File: config.mk
export PLATFORM = sky130hd
export DESIGN_NAME = moving_average_hysteresis_rep_counter_flat
export DESIGN_NICKNAME = d
export VERILOG_FILES = /design/src/hw/rtl/mahrc_pkg.sv /design/src/hw/rtl/mahrc_req_if.sv /design/src/hw/rtl/mahrc_rsp_if.sv /design/src/hw/rtl/moving_average_hysteresis_rep_counter.sv /design/src/flat_wrapper.sv
export SDC_FILE = /design/constraint.sdc
export NUM_CORES = 1
export LEC_CHECK = 0
export BUFFER_PORTS_ARGS = -buffer_cell sky130_fd_sc_hd__buf_2
export CAP_MARGIN = 5
export CORE_UTILIZATION = 60
export DETAILED_ROUTE_END_ITERATION = 10
export PLACE_DENSITY = 0.75
export SLEW_MARGIN = 5
export SYNTH_ARGS = -nofsm -noshare
export SYNTH_HDL_FRONTEND = slang
export SYNTH_SLANG_ARGS = --single-unit
File: constraint.sdc
create_clock -name clock -period 6 [get_ports clock]
set_input_delay 0.6 -clock clock [delete_from_list [all_inputs] [get_ports clock]]
set_output_delay 0.6 -clock clock [all_outputs]
set_load 0.02 [all_outputs]
File: src/hw/rtl/mahrc_pkg.sv
// Package for the moving-average hysteresis rep counter.
// Holds configuration register codes, register widths and reset values.
// No dependencies.
package mahrc_pkg;

   localparam int CSR_IDX_W  = 3;
   localparam int CSR_DATA_W = 21;
   localparam int THRESH_W   = 21;
   localparam int REPS_W     = 8;
   localparam int WARMUP_W   = 12;

   typedef enum logic [CSR_IDX_W-1:0] {
      CSR_REP_TARGET      = 3'd0,
      CSR_WARMUP_SAMPLES  = 3'd1,
      CSR_ACTIVE_WHEN_LOW = 3'd2,
      CSR_ENTER_THRESHOLD = 3'd3,
      CSR_EXIT_THRESHOLD  = 3'd4
   } csr_index_type;

   localparam logic [REPS_W-1:0]          REP_TARGET_RST      = 8'd5;
   localparam logic [WARMUP_W-1:0]        WARMUP_SAMPLES_RST  = 12'd401;
   localparam logic                       ACTIVE_WHEN_LOW_RST = 1'b1;
   localparam logic signed [THRESH_W-1:0] ENTER_THRESHOLD_RST = 21'sd202980;
   localparam logic signed [THRESH_W-1:0] EXIT_THRESHOLD_RST  = 21'sd332540;

   localparam logic CMD_SAMPLE = 1'b0;
   localparam logic CMD_START  = 1'b1;

endpackage

File: src/hw/rtl/mahrc_req_if.sv
// Request channel for the rep counter: valid/ready plus command and sample.
// Depends on nothing; sample width follows SAMPLE_BITS.
interface mahrc_req_if #(
   parameter int SAMPLE_BITS = 16
);
   logic                          valid;
   logic                          ready;
   logic                          cmd;
   logic signed [SAMPLE_BITS-1:0] sample;

   modport source (output valid, output cmd, output sample, input ready);
   modport sink   (input valid, input cmd, input sample, output ready);
endinterface

File: src/hw/rtl/mahrc_rsp_if.sv
// Response channel for the rep counter: valid/ready plus result fields.
// Depends on mahrc_pkg for the count width.
interface mahrc_rsp_if;
   logic                           valid;
   logic                           ready;
   logic                           active_led;
   logic                           rep_counted;
   logic [mahrc_pkg::REPS_W-1:0]   reps_left;
   logic                           done_res;

   modport source (output valid, output active_led, output rep_counted,
                   output reps_left, output done_res, input ready);
   modport sink   (input valid, input active_led, input rep_counted,
                   input reps_left, input done_res, output ready);
endinterface

File: src/hw/rtl/moving_average_hysteresis_rep_counter.sv
// Each accepted request transaction is registered into the response register.
// Throughput: one transaction per cycle; window sum, shift line and both
// threshold compares update in the accept cycle, the response register
// decouples the sides (ready = response register empty or being drained).
// Reset (synchronous, active high) clears window, sum, hysteresis state and
// the rep count (block reports done until the first start); loads CSR defaults.
module moving_average_hysteresis_rep_counter #(
   parameter int WINDOW      = 20,
   parameter int SAMPLE_BITS = 16
) (
   input  logic                                   clock,
   input  logic                                   reset,
   mahrc_req_if.sink                              req_chan,
   mahrc_rsp_if.source                            rsp_chan,
   input  logic                                   csr_we,
   input  logic [mahrc_pkg::CSR_IDX_W-1:0]        csr_index,
   input  logic [mahrc_pkg::CSR_DATA_W-1:0]       csr_wdata
);

   localparam int SUM_W = SAMPLE_BITS + $clog2(WINDOW);
   localparam int CMP_W = (SUM_W > mahrc_pkg::THRESH_W) ? SUM_W + 1
                                                        : mahrc_pkg::THRESH_W + 1;

   // configuration
   logic [mahrc_pkg::REPS_W-1:0]             rep_target_ff;
   logic [mahrc_pkg::WARMUP_W-1:0]           warmup_samples_ff;
   logic                                     active_when_low_ff;
   logic signed [mahrc_pkg::THRESH_W-1:0]    enter_threshold_ff;
   logic signed [mahrc_pkg::THRESH_W-1:0]    exit_threshold_ff;

   // set state
   logic signed [SAMPLE_BITS-1:0] window_ff [WINDOW];
   logic signed [SAMPLE_BITS-1:0] window_in [WINDOW];
   logic signed [SUM_W-1:0]       sum_ff, sum_in;
   logic [mahrc_pkg::WARMUP_W-1:0] warmup_seen_ff, warmup_seen_in;
   logic                          in_active_ff, in_active_in;
   logic                          rep_pending_ff, rep_pending_in;
   logic                          led_ff, led_in;
   logic [mahrc_pkg::REPS_W-1:0]  reps_ff, reps_in;
   logic                          counted_in;

   // response register
   logic                          rsp_valid_ff;
   logic                          rsp_led_ff, rsp_counted_ff, rsp_done_ff;
   logic [mahrc_pkg::REPS_W-1:0]  rsp_reps_ff;

   logic                          req_fire;
   logic signed [CMP_W-1:0]       sum_ext, enter_ext, exit_ext;
   logic                          enter_hit, exit_hit;

   assign req_chan.ready = !rsp_valid_ff || rsp_chan.ready;
   assign req_fire       = req_chan.valid && req_chan.ready;

   assign rsp_chan.valid       = rsp_valid_ff;
   assign rsp_chan.active_led  = rsp_led_ff;
   assign rsp_chan.rep_counted = rsp_counted_ff;
   assign rsp_chan.reps_left   = rsp_reps_ff;
   assign rsp_chan.done_res    = rsp_done_ff;

   always_comb begin
      window_in[0] = req_chan.sample;
      for (int i = 1; i < WINDOW; i++) begin
         window_in[i] = window_ff[i-1];
      end
      // drop the oldest sample, add the new one
      sum_in    = sum_ff - SUM_W'(window_ff[WINDOW-1]) + SUM_W'(req_chan.sample);
      sum_ext   = CMP_W'(sum_in);
      enter_ext = CMP_W'(enter_threshold_ff);
      exit_ext  = CMP_W'(exit_threshold_ff);
      enter_hit = active_when_low_ff ? (sum_ext < enter_ext) : (sum_ext > enter_ext);
      exit_hit  = active_when_low_ff ? (sum_ext > exit_ext) : (sum_ext < exit_ext);

      warmup_seen_in = warmup_seen_ff;
      in_active_in   = in_active_ff;
      rep_pending_in = rep_pending_ff;
      led_in         = led_ff;
      reps_in        = reps_ff;
      counted_in     = 1'b0;

      if (warmup_seen_ff < warmup_samples_ff) begin
         warmup_seen_in = warmup_seen_ff + 1'b1;
      end else if (!in_active_ff) begin
         led_in = 1'b0;
         if (rep_pending_ff) begin
            rep_pending_in = 1'b0;
            reps_in        = reps_ff - 1'b1;
            counted_in     = 1'b1;
         end
         if (enter_hit) begin
            in_active_in = 1'b1;
         end
      end else begin
         led_in         = 1'b1;
         rep_pending_in = 1'b1;
         if (exit_hit) begin
            in_active_in = 1'b0;
         end
      end
   end

   always_ff @(posedge clock) begin
      if (reset) begin
         rep_target_ff      <= mahrc_pkg::REP_TARGET_RST;
         warmup_samples_ff  <= mahrc_pkg::WARMUP_SAMPLES_RST;
         active_when_low_ff <= mahrc_pkg::ACTIVE_WHEN_LOW_RST;
         enter_threshold_ff <= mahrc_pkg::ENTER_THRESHOLD_RST;
         exit_threshold_ff  <= mahrc_pkg::EXIT_THRESHOLD_RST;
      end else if (csr_we) begin
         case (mahrc_pkg::csr_index_type'(csr_index))
            mahrc_pkg::CSR_REP_TARGET:
               rep_target_ff <= csr_wdata[mahrc_pkg::REPS_W-1:0];
            mahrc_pkg::CSR_WARMUP_SAMPLES:
               warmup_samples_ff <= csr_wdata[mahrc_pkg::WARMUP_W-1:0];
            mahrc_pkg::CSR_ACTIVE_WHEN_LOW:
               active_when_low_ff <= csr_wdata[0];
            mahrc_pkg::CSR_ENTER_THRESHOLD:
               enter_threshold_ff <= csr_wdata[mahrc_pkg::THRESH_W-1:0];
            mahrc_pkg::CSR_EXIT_THRESHOLD:
               exit_threshold_ff <= csr_wdata[mahrc_pkg::THRESH_W-1:0];
            default: ;
         endcase
      end
   end

   always_ff @(posedge clock) begin
      if (reset) begin
         for (int i = 0; i < WINDOW; i++) begin
            window_ff[i] <= '0;
         end
         sum_ff         <= '0;
         warmup_seen_ff <= '0;
         in_active_ff   <= 1'b0;
         rep_pending_ff <= 1'b0;
         led_ff         <= 1'b0;
         reps_ff        <= '0;
         rsp_valid_ff   <= 1'b0;
      end else begin
         if (req_fire) begin
            rsp_valid_ff <= 1'b1;
         end else if (rsp_chan.ready) begin
            rsp_valid_ff <= 1'b0;
         end
         if (req_fire) begin
            if (req_chan.cmd == mahrc_pkg::CMD_START) begin
               for (int i = 0; i < WINDOW; i++) begin
                  window_ff[i] <= '0;
               end
               sum_ff         <= '0;
               warmup_seen_ff <= '0;
               in_active_ff   <= 1'b0;
               rep_pending_ff <= 1'b0;
               led_ff         <= 1'b0;
               reps_ff        <= rep_target_ff;
            end else if (reps_ff != '0) begin
               window_ff      <= window_in;
               sum_ff         <= sum_in;
               warmup_seen_ff <= warmup_seen_in;
               in_active_ff   <= in_active_in;
               rep_pending_ff <= rep_pending_in;
               led_ff         <= led_in;
               reps_ff        <= reps_in;
            end
         end
      end
   end

   // response payload: hold while stalled
   always_ff @(posedge clock) begin
      if (req_fire) begin
         if (req_chan.cmd == mahrc_pkg::CMD_START) begin
            rsp_led_ff     <= 1'b0;
            rsp_counted_ff <= 1'b0;
            rsp_reps_ff    <= rep_target_ff;
            rsp_done_ff    <= (rep_target_ff == '0);
         end else if (reps_ff != '0) begin
            rsp_led_ff     <= led_in;
            rsp_counted_ff <= counted_in;
            rsp_reps_ff    <= reps_in;
            rsp_done_ff    <= (reps_in == '0);
         end else begin
            rsp_led_ff     <= led_ff;
            rsp_counted_ff <= 1'b0;
            rsp_reps_ff    <= reps_ff;
            rsp_done_ff    <= 1'b1;
         end
      end
   end

   a_start_loads_target : assert property (@(posedge clock) disable iff (reset)
      req_fire && req_chan.cmd == mahrc_pkg::CMD_START
      |=> rsp_chan.valid && rsp_chan.reps_left == $past(rep_target_ff)
          && !rsp_chan.active_led)
      else $error("start did not load the rep target");

   a_count_in_rest : assert property (@(posedge clock) disable iff (reset)
      rsp_chan.valid && rsp_chan.rep_counted |-> !rsp_chan.active_led && !rsp_chan.done_res
         || rsp_chan.reps_left == '0)
      else $error("rep counted outside rest");

   a_done_holds : assert property (@(posedge clock) disable iff (reset)
      req_fire && req_chan.cmd == mahrc_pkg::CMD_SAMPLE && reps_ff == '0
      |=> reps_ff == '0 && $stable(sum_ff) && $stable(in_active_ff))
      else $error("sample changed state while done");

   a_count_steps_by_one : assert property (@(posedge clock) disable iff (reset)
      req_fire && req_chan.cmd == mahrc_pkg::CMD_SAMPLE && counted_in && reps_ff != '0
      |=> reps_ff == $past(reps_ff) - 1'b1 && rsp_chan.rep_counted)
      else $error("rep count did not step by one");

endmodule
File: src/flat_wrapper.sv
// flat-port wrapper written by rule: the top's interface ports become plain ports
module moving_average_hysteresis_rep_counter_flat 
#(
   parameter int WINDOW      = 20,
   parameter int SAMPLE_BITS = 16
)
  (clock, reset, csr_we, csr_index, csr_wdata, req_chan_valid, req_chan_cmd, req_chan_sample, req_chan_ready, rsp_chan_valid, rsp_chan_active_led, rsp_chan_rep_counted, rsp_chan_reps_left, rsp_chan_done_res, rsp_chan_ready);
  mahrc_req_if #(.SAMPLE_BITS(SAMPLE_BITS)) req_chan_i ();
  mahrc_rsp_if rsp_chan_i ();
  input  logic clock;
  input  logic reset;
  input  logic csr_we;
  input  logic [mahrc_pkg::CSR_IDX_W-1:0] csr_index;
  input  logic [mahrc_pkg::CSR_DATA_W-1:0] csr_wdata;
  input wire logic [$bits(req_chan_i.valid)-1:0] req_chan_valid;
  input wire logic [$bits(req_chan_i.cmd)-1:0] req_chan_cmd;
  input wire logic [$bits(req_chan_i.sample)-1:0] req_chan_sample;
  output wire logic [$bits(req_chan_i.ready)-1:0] req_chan_ready;
  output wire logic [$bits(rsp_chan_i.valid)-1:0] rsp_chan_valid;
  output wire logic [$bits(rsp_chan_i.active_led)-1:0] rsp_chan_active_led;
  output wire logic [$bits(rsp_chan_i.rep_counted)-1:0] rsp_chan_rep_counted;
  output wire logic [$bits(rsp_chan_i.reps_left)-1:0] rsp_chan_reps_left;
  output wire logic [$bits(rsp_chan_i.done_res)-1:0] rsp_chan_done_res;
  input wire logic [$bits(rsp_chan_i.ready)-1:0] rsp_chan_ready;
  assign req_chan_i.valid = req_chan_valid;
  assign req_chan_i.cmd = req_chan_cmd;
  assign req_chan_i.sample = req_chan_sample;
  assign req_chan_ready = req_chan_i.ready;
  assign rsp_chan_valid = rsp_chan_i.valid;
  assign rsp_chan_active_led = rsp_chan_i.active_led;
  assign rsp_chan_rep_counted = rsp_chan_i.rep_counted;
  assign rsp_chan_reps_left = rsp_chan_i.reps_left;
  assign rsp_chan_done_res = rsp_chan_i.done_res;
  assign rsp_chan_i.ready = rsp_chan_ready;
  moving_average_hysteresis_rep_counter #(.WINDOW(WINDOW), .SAMPLE_BITS(SAMPLE_BITS)) u_core (.clock(clock), .reset(reset), .req_chan(req_chan_i), .rsp_chan(rsp_chan_i), .csr_we(csr_we), .csr_index(csr_index), .csr_wdata(csr_wdata));
endmodule
==> metrics.txt <==
WHS Path Cells 3; Vias/cell approximately 5.9; cts repair resizes 0; H-tree levels 2; status finished, final reports clean; crit path from u_core.window_ff[1]$_SDFFE_PP0P_; Worst Reg2Reg Path Length in Cells 18; Cell Area, Synth 18390 um2; TNS Setup 0 ns; die extent in y 177.1 um; RSZ-0062 raised after global routing false; Async SR Flop Fraction 0%; Critical Path Fanout Max 3; Nets 2164; Top FF cell, synth dfxtp_1; area of the die 31350 um2; vias in the first global route 13016; max-cap violations 0; Pwr Total 0.006518 W; Worst-path clk slew about 0.06 ns; DRC 0; Final WS setup 1.090 ns; f_max 0.2037 GHz; final critical-path required period between 4 and 5 ns; setup bufs post-CTS 0; Longest Clk Path Bufs 3; Root Driver clkbuf_16; CP Launch Type flip-flop; post-detailed-route count of antenna-violating nets 0; clk_skew 0.01690 ns; wire per inst approximately 16 um; first-pass GRT wire length 64340 um; Tightest Hold Check Type input pin to flip-flop; final slew viol count 0; DP Wirelength 24520 um; Clock Latency Late Sink 0.55 ns; core footprint approximately 30000 um2; worst path required time between 6 and 7 ns; crit-path cells fa_1 -> fa_1 -> nor2b_1 -> o31a_1 -> o211ai_1 -> a221oi_1 -> a221oi_1 -> o21bai_1 -> xor2_1 -> ha_1 -> a21o_1 -> a21o_1 -> a21oi_1 -> o21ai_0 -> a221oi_1 -> xnor2_1 -> o2111ai_1 -> o21ai_0; Crit Path Class flip-flop to flip-flop; worst hold margin 0.2949 ns; All-Layer GR Usage 24.97%; synthesized instance count 2054; DP Worst Slack 0.7927 ns; commonest non-fill, non-tap cell in the layout dfxtp_1; Slew @ Worst Pin about 1.2 ns; Static Leak 7.702 nW; Worst setup EP type flip-flop; Routed WL 39080 um; worst reg2reg setup slack 1.09 ns; share of the synthesized area in the top cell type between 40% and 50%; Synth area leader dfxtp_1; FF-to-FF Start u_core.window_ff[1]$_SDFFE_PP0P_; Initial Util between 60% and 70%; Post-synth EDFFs 11; reg2reg end u_core.in_active_ff$_SDFFE_PP0P_; initial antenna violation count 1; 1st-iter DRT viols approximately 1300; Avg Cell Area, Syn 8.951 um2; grt ovf 0; Pwr Density 325.7 nW/um2; Slowest-stage cell, CP a221oi_1; Clock Sinks 439; share of the clock period used by the worst path between 80% and 90%; CP max stage delay around 0.56 ns; number of library cell types mapped by synthesis 65; Max VDD drop 0.0002579 V; Area growth syn-to-layout 8.840%; largest net degree at the start of global routing 269; most frequent cells in the layout dfxtp_1 (428), nor2_1 (369), a22oi_1 (333), nand2_1 (152), inv_1 (150); synthesized flop and latch total 439; Fillers 2347; Final Hold Fails 0; layout cells sized above 1 7.314%; Syn Nets 2198; port bufs 58; Crit path top cell by count a221oi_1; CP Data Arrival Time 5.32 ns; Hold EP u_core.exit_threshold_ff[12]$_SDFFE_PP1P_; synth warn 0; slew margin rel. 20.19%; CTS tree yes; crit-path leading delay family compound AO/OA/AOI/OAI gates; Num CTS Buffers 43; post-route cell area 20010 um2; ranking of synthesized cells by area dfxtp_1 (47%), a22oi_1 (14%), nor2_1 (7.6%); Ports 59; DRT Pass-1 Iters 6; Die Span X 177.1 um; row cnt 63; Post-Place Cell Area 18610 um2; Worst Hold Launch csr_wdata[12]; Worst Path Buf+Inv 0; Final setup violation count 0; register area share after synthesis 48.40%; routability cong. ~0.9; hold_buf cts 0; via count 14322
cell families after synthesis:
family / after synthesis / share of synthesized area [%]
AO/OA/AOI/OAI: 567 / 21.72
XOR/XNOR: 23 / 1.177
adder cells (fa/ha/maj): 98 / 7.486
buffers and inverters: 296 / 6.737
flip-flops: 439 / 48.40
multiplexers: 3 / 0.1633
AND/OR/NAND/NOR: 628 / 14.31
worst max-delay path by stage:
stage	end	depth (start not counted)
after floorplan	u_core.in_active_ff$_SDFFE_PP0P_	19
after global placement	u_core.in_active_ff$_SDFFE_PP0P_	20
after detailed placement	u_core.in_active_ff$_SDFFE_PP0P_	20
after CTS	u_core.in_active_ff$_SDFFE_PP0P_	18
after global routing	u_core.in_active_ff$_SDFFE_PP0P_	18
final	u_core.in_active_ff$_SDFFE_PP0P_	18
cell usage after synthesis (all sizes together), types with 9 or more instances:
cell,n
dfxtp,428
nor2,370
a22oi,333
nand2,152
inv,151
clkbuf,90
a21oi,88
ha,78
buf,54
o21ai,41
o211ai,25
a21o,22
fa,20
nand3,20
nand4,16
xnor2,15
edfxtp,11
and3,10
a31oi,9
registers in the layout (all words and copies together), names as in the netlist, 8 cells and up:
name	flops
u_core.enter_threshold_ff	21
u_core.reps_ff	8
u_core.rsp_chan.reps_left	8
u_core.warmup_seen_ff	12
u_core.window_ff	320
u_core.rep_target_ff	8
u_core.exit_threshold_ff	21
u_core.warmup_samples_ff	12
u_core.sum_ff	21
per-stage QoR:
stage          utilization (%)  std cells
6_report                 66.98       2442
2_1_floorplan                -       2054
5_1_grt                  66.98       2442
4_1_cts                  66.97       2441
3_3_place_gp             62.29       2365
3_5_place_dp             62.29       2365
metal layers:
metal | vias to the layer above | GRT usage [%] | part of all wire [%]
met3 | 67 | 3.179 | 4.2
li1 | 7094 | - | -
met1 | 6863 | 33.71 | 46
met4 | 0 | 8.549 | 2.9
met2 | 298 | 41.08 | 47
met5 | - | 0 | 0
layout make-up:
cell class              instances  area (um2)  area share (%)
diodes                          1       2.502         0.01251
clock buffers                  60        1250           6.247
clock inverters                16       147.6          0.7378
inverters                     152       570.5           2.851
multi-input cells            1319        8263           41.29
flip-flops and latches        439        8899           44.47
well taps                     390       488.0           2.439
repair buffers                 65       390.4           1.951
power breakdown:
| group | leakage (nW) | total [W] | internal, W | switching (W) |
|---|---|---|---|---|
| logic | 3.44 | 0.000909 | 0.000315 | 0.000594 |
| registers | 3.56 | 0.00298 | 0.00296 | 0.0000209 |
| clock network | 0.696 | 0.00263 | 0.00150 | 0.00112 |
worst register-to-register path: stages, from the launching register on:
cell and delay [ns]:
dfxtp_1 0.43, fa_1 0.49, fa_1 0.47, nor2b_1 0.16, o31a_1 0.19, o211ai_1 0.14, a221oi_1 0.56, a221oi_1 0.26
o21bai_1 0.25, xor2_1 0.27, ha_1 0.30, a21o_1 0.16, a21o_1 0.17, a21oi_1 0.12, o21ai_0 0.08, a221oi_1 0.34
xnor2_1 0.12, o2111ai_1 0.17, o21ai_0 0.10
(Power assumes the default switching activity.)
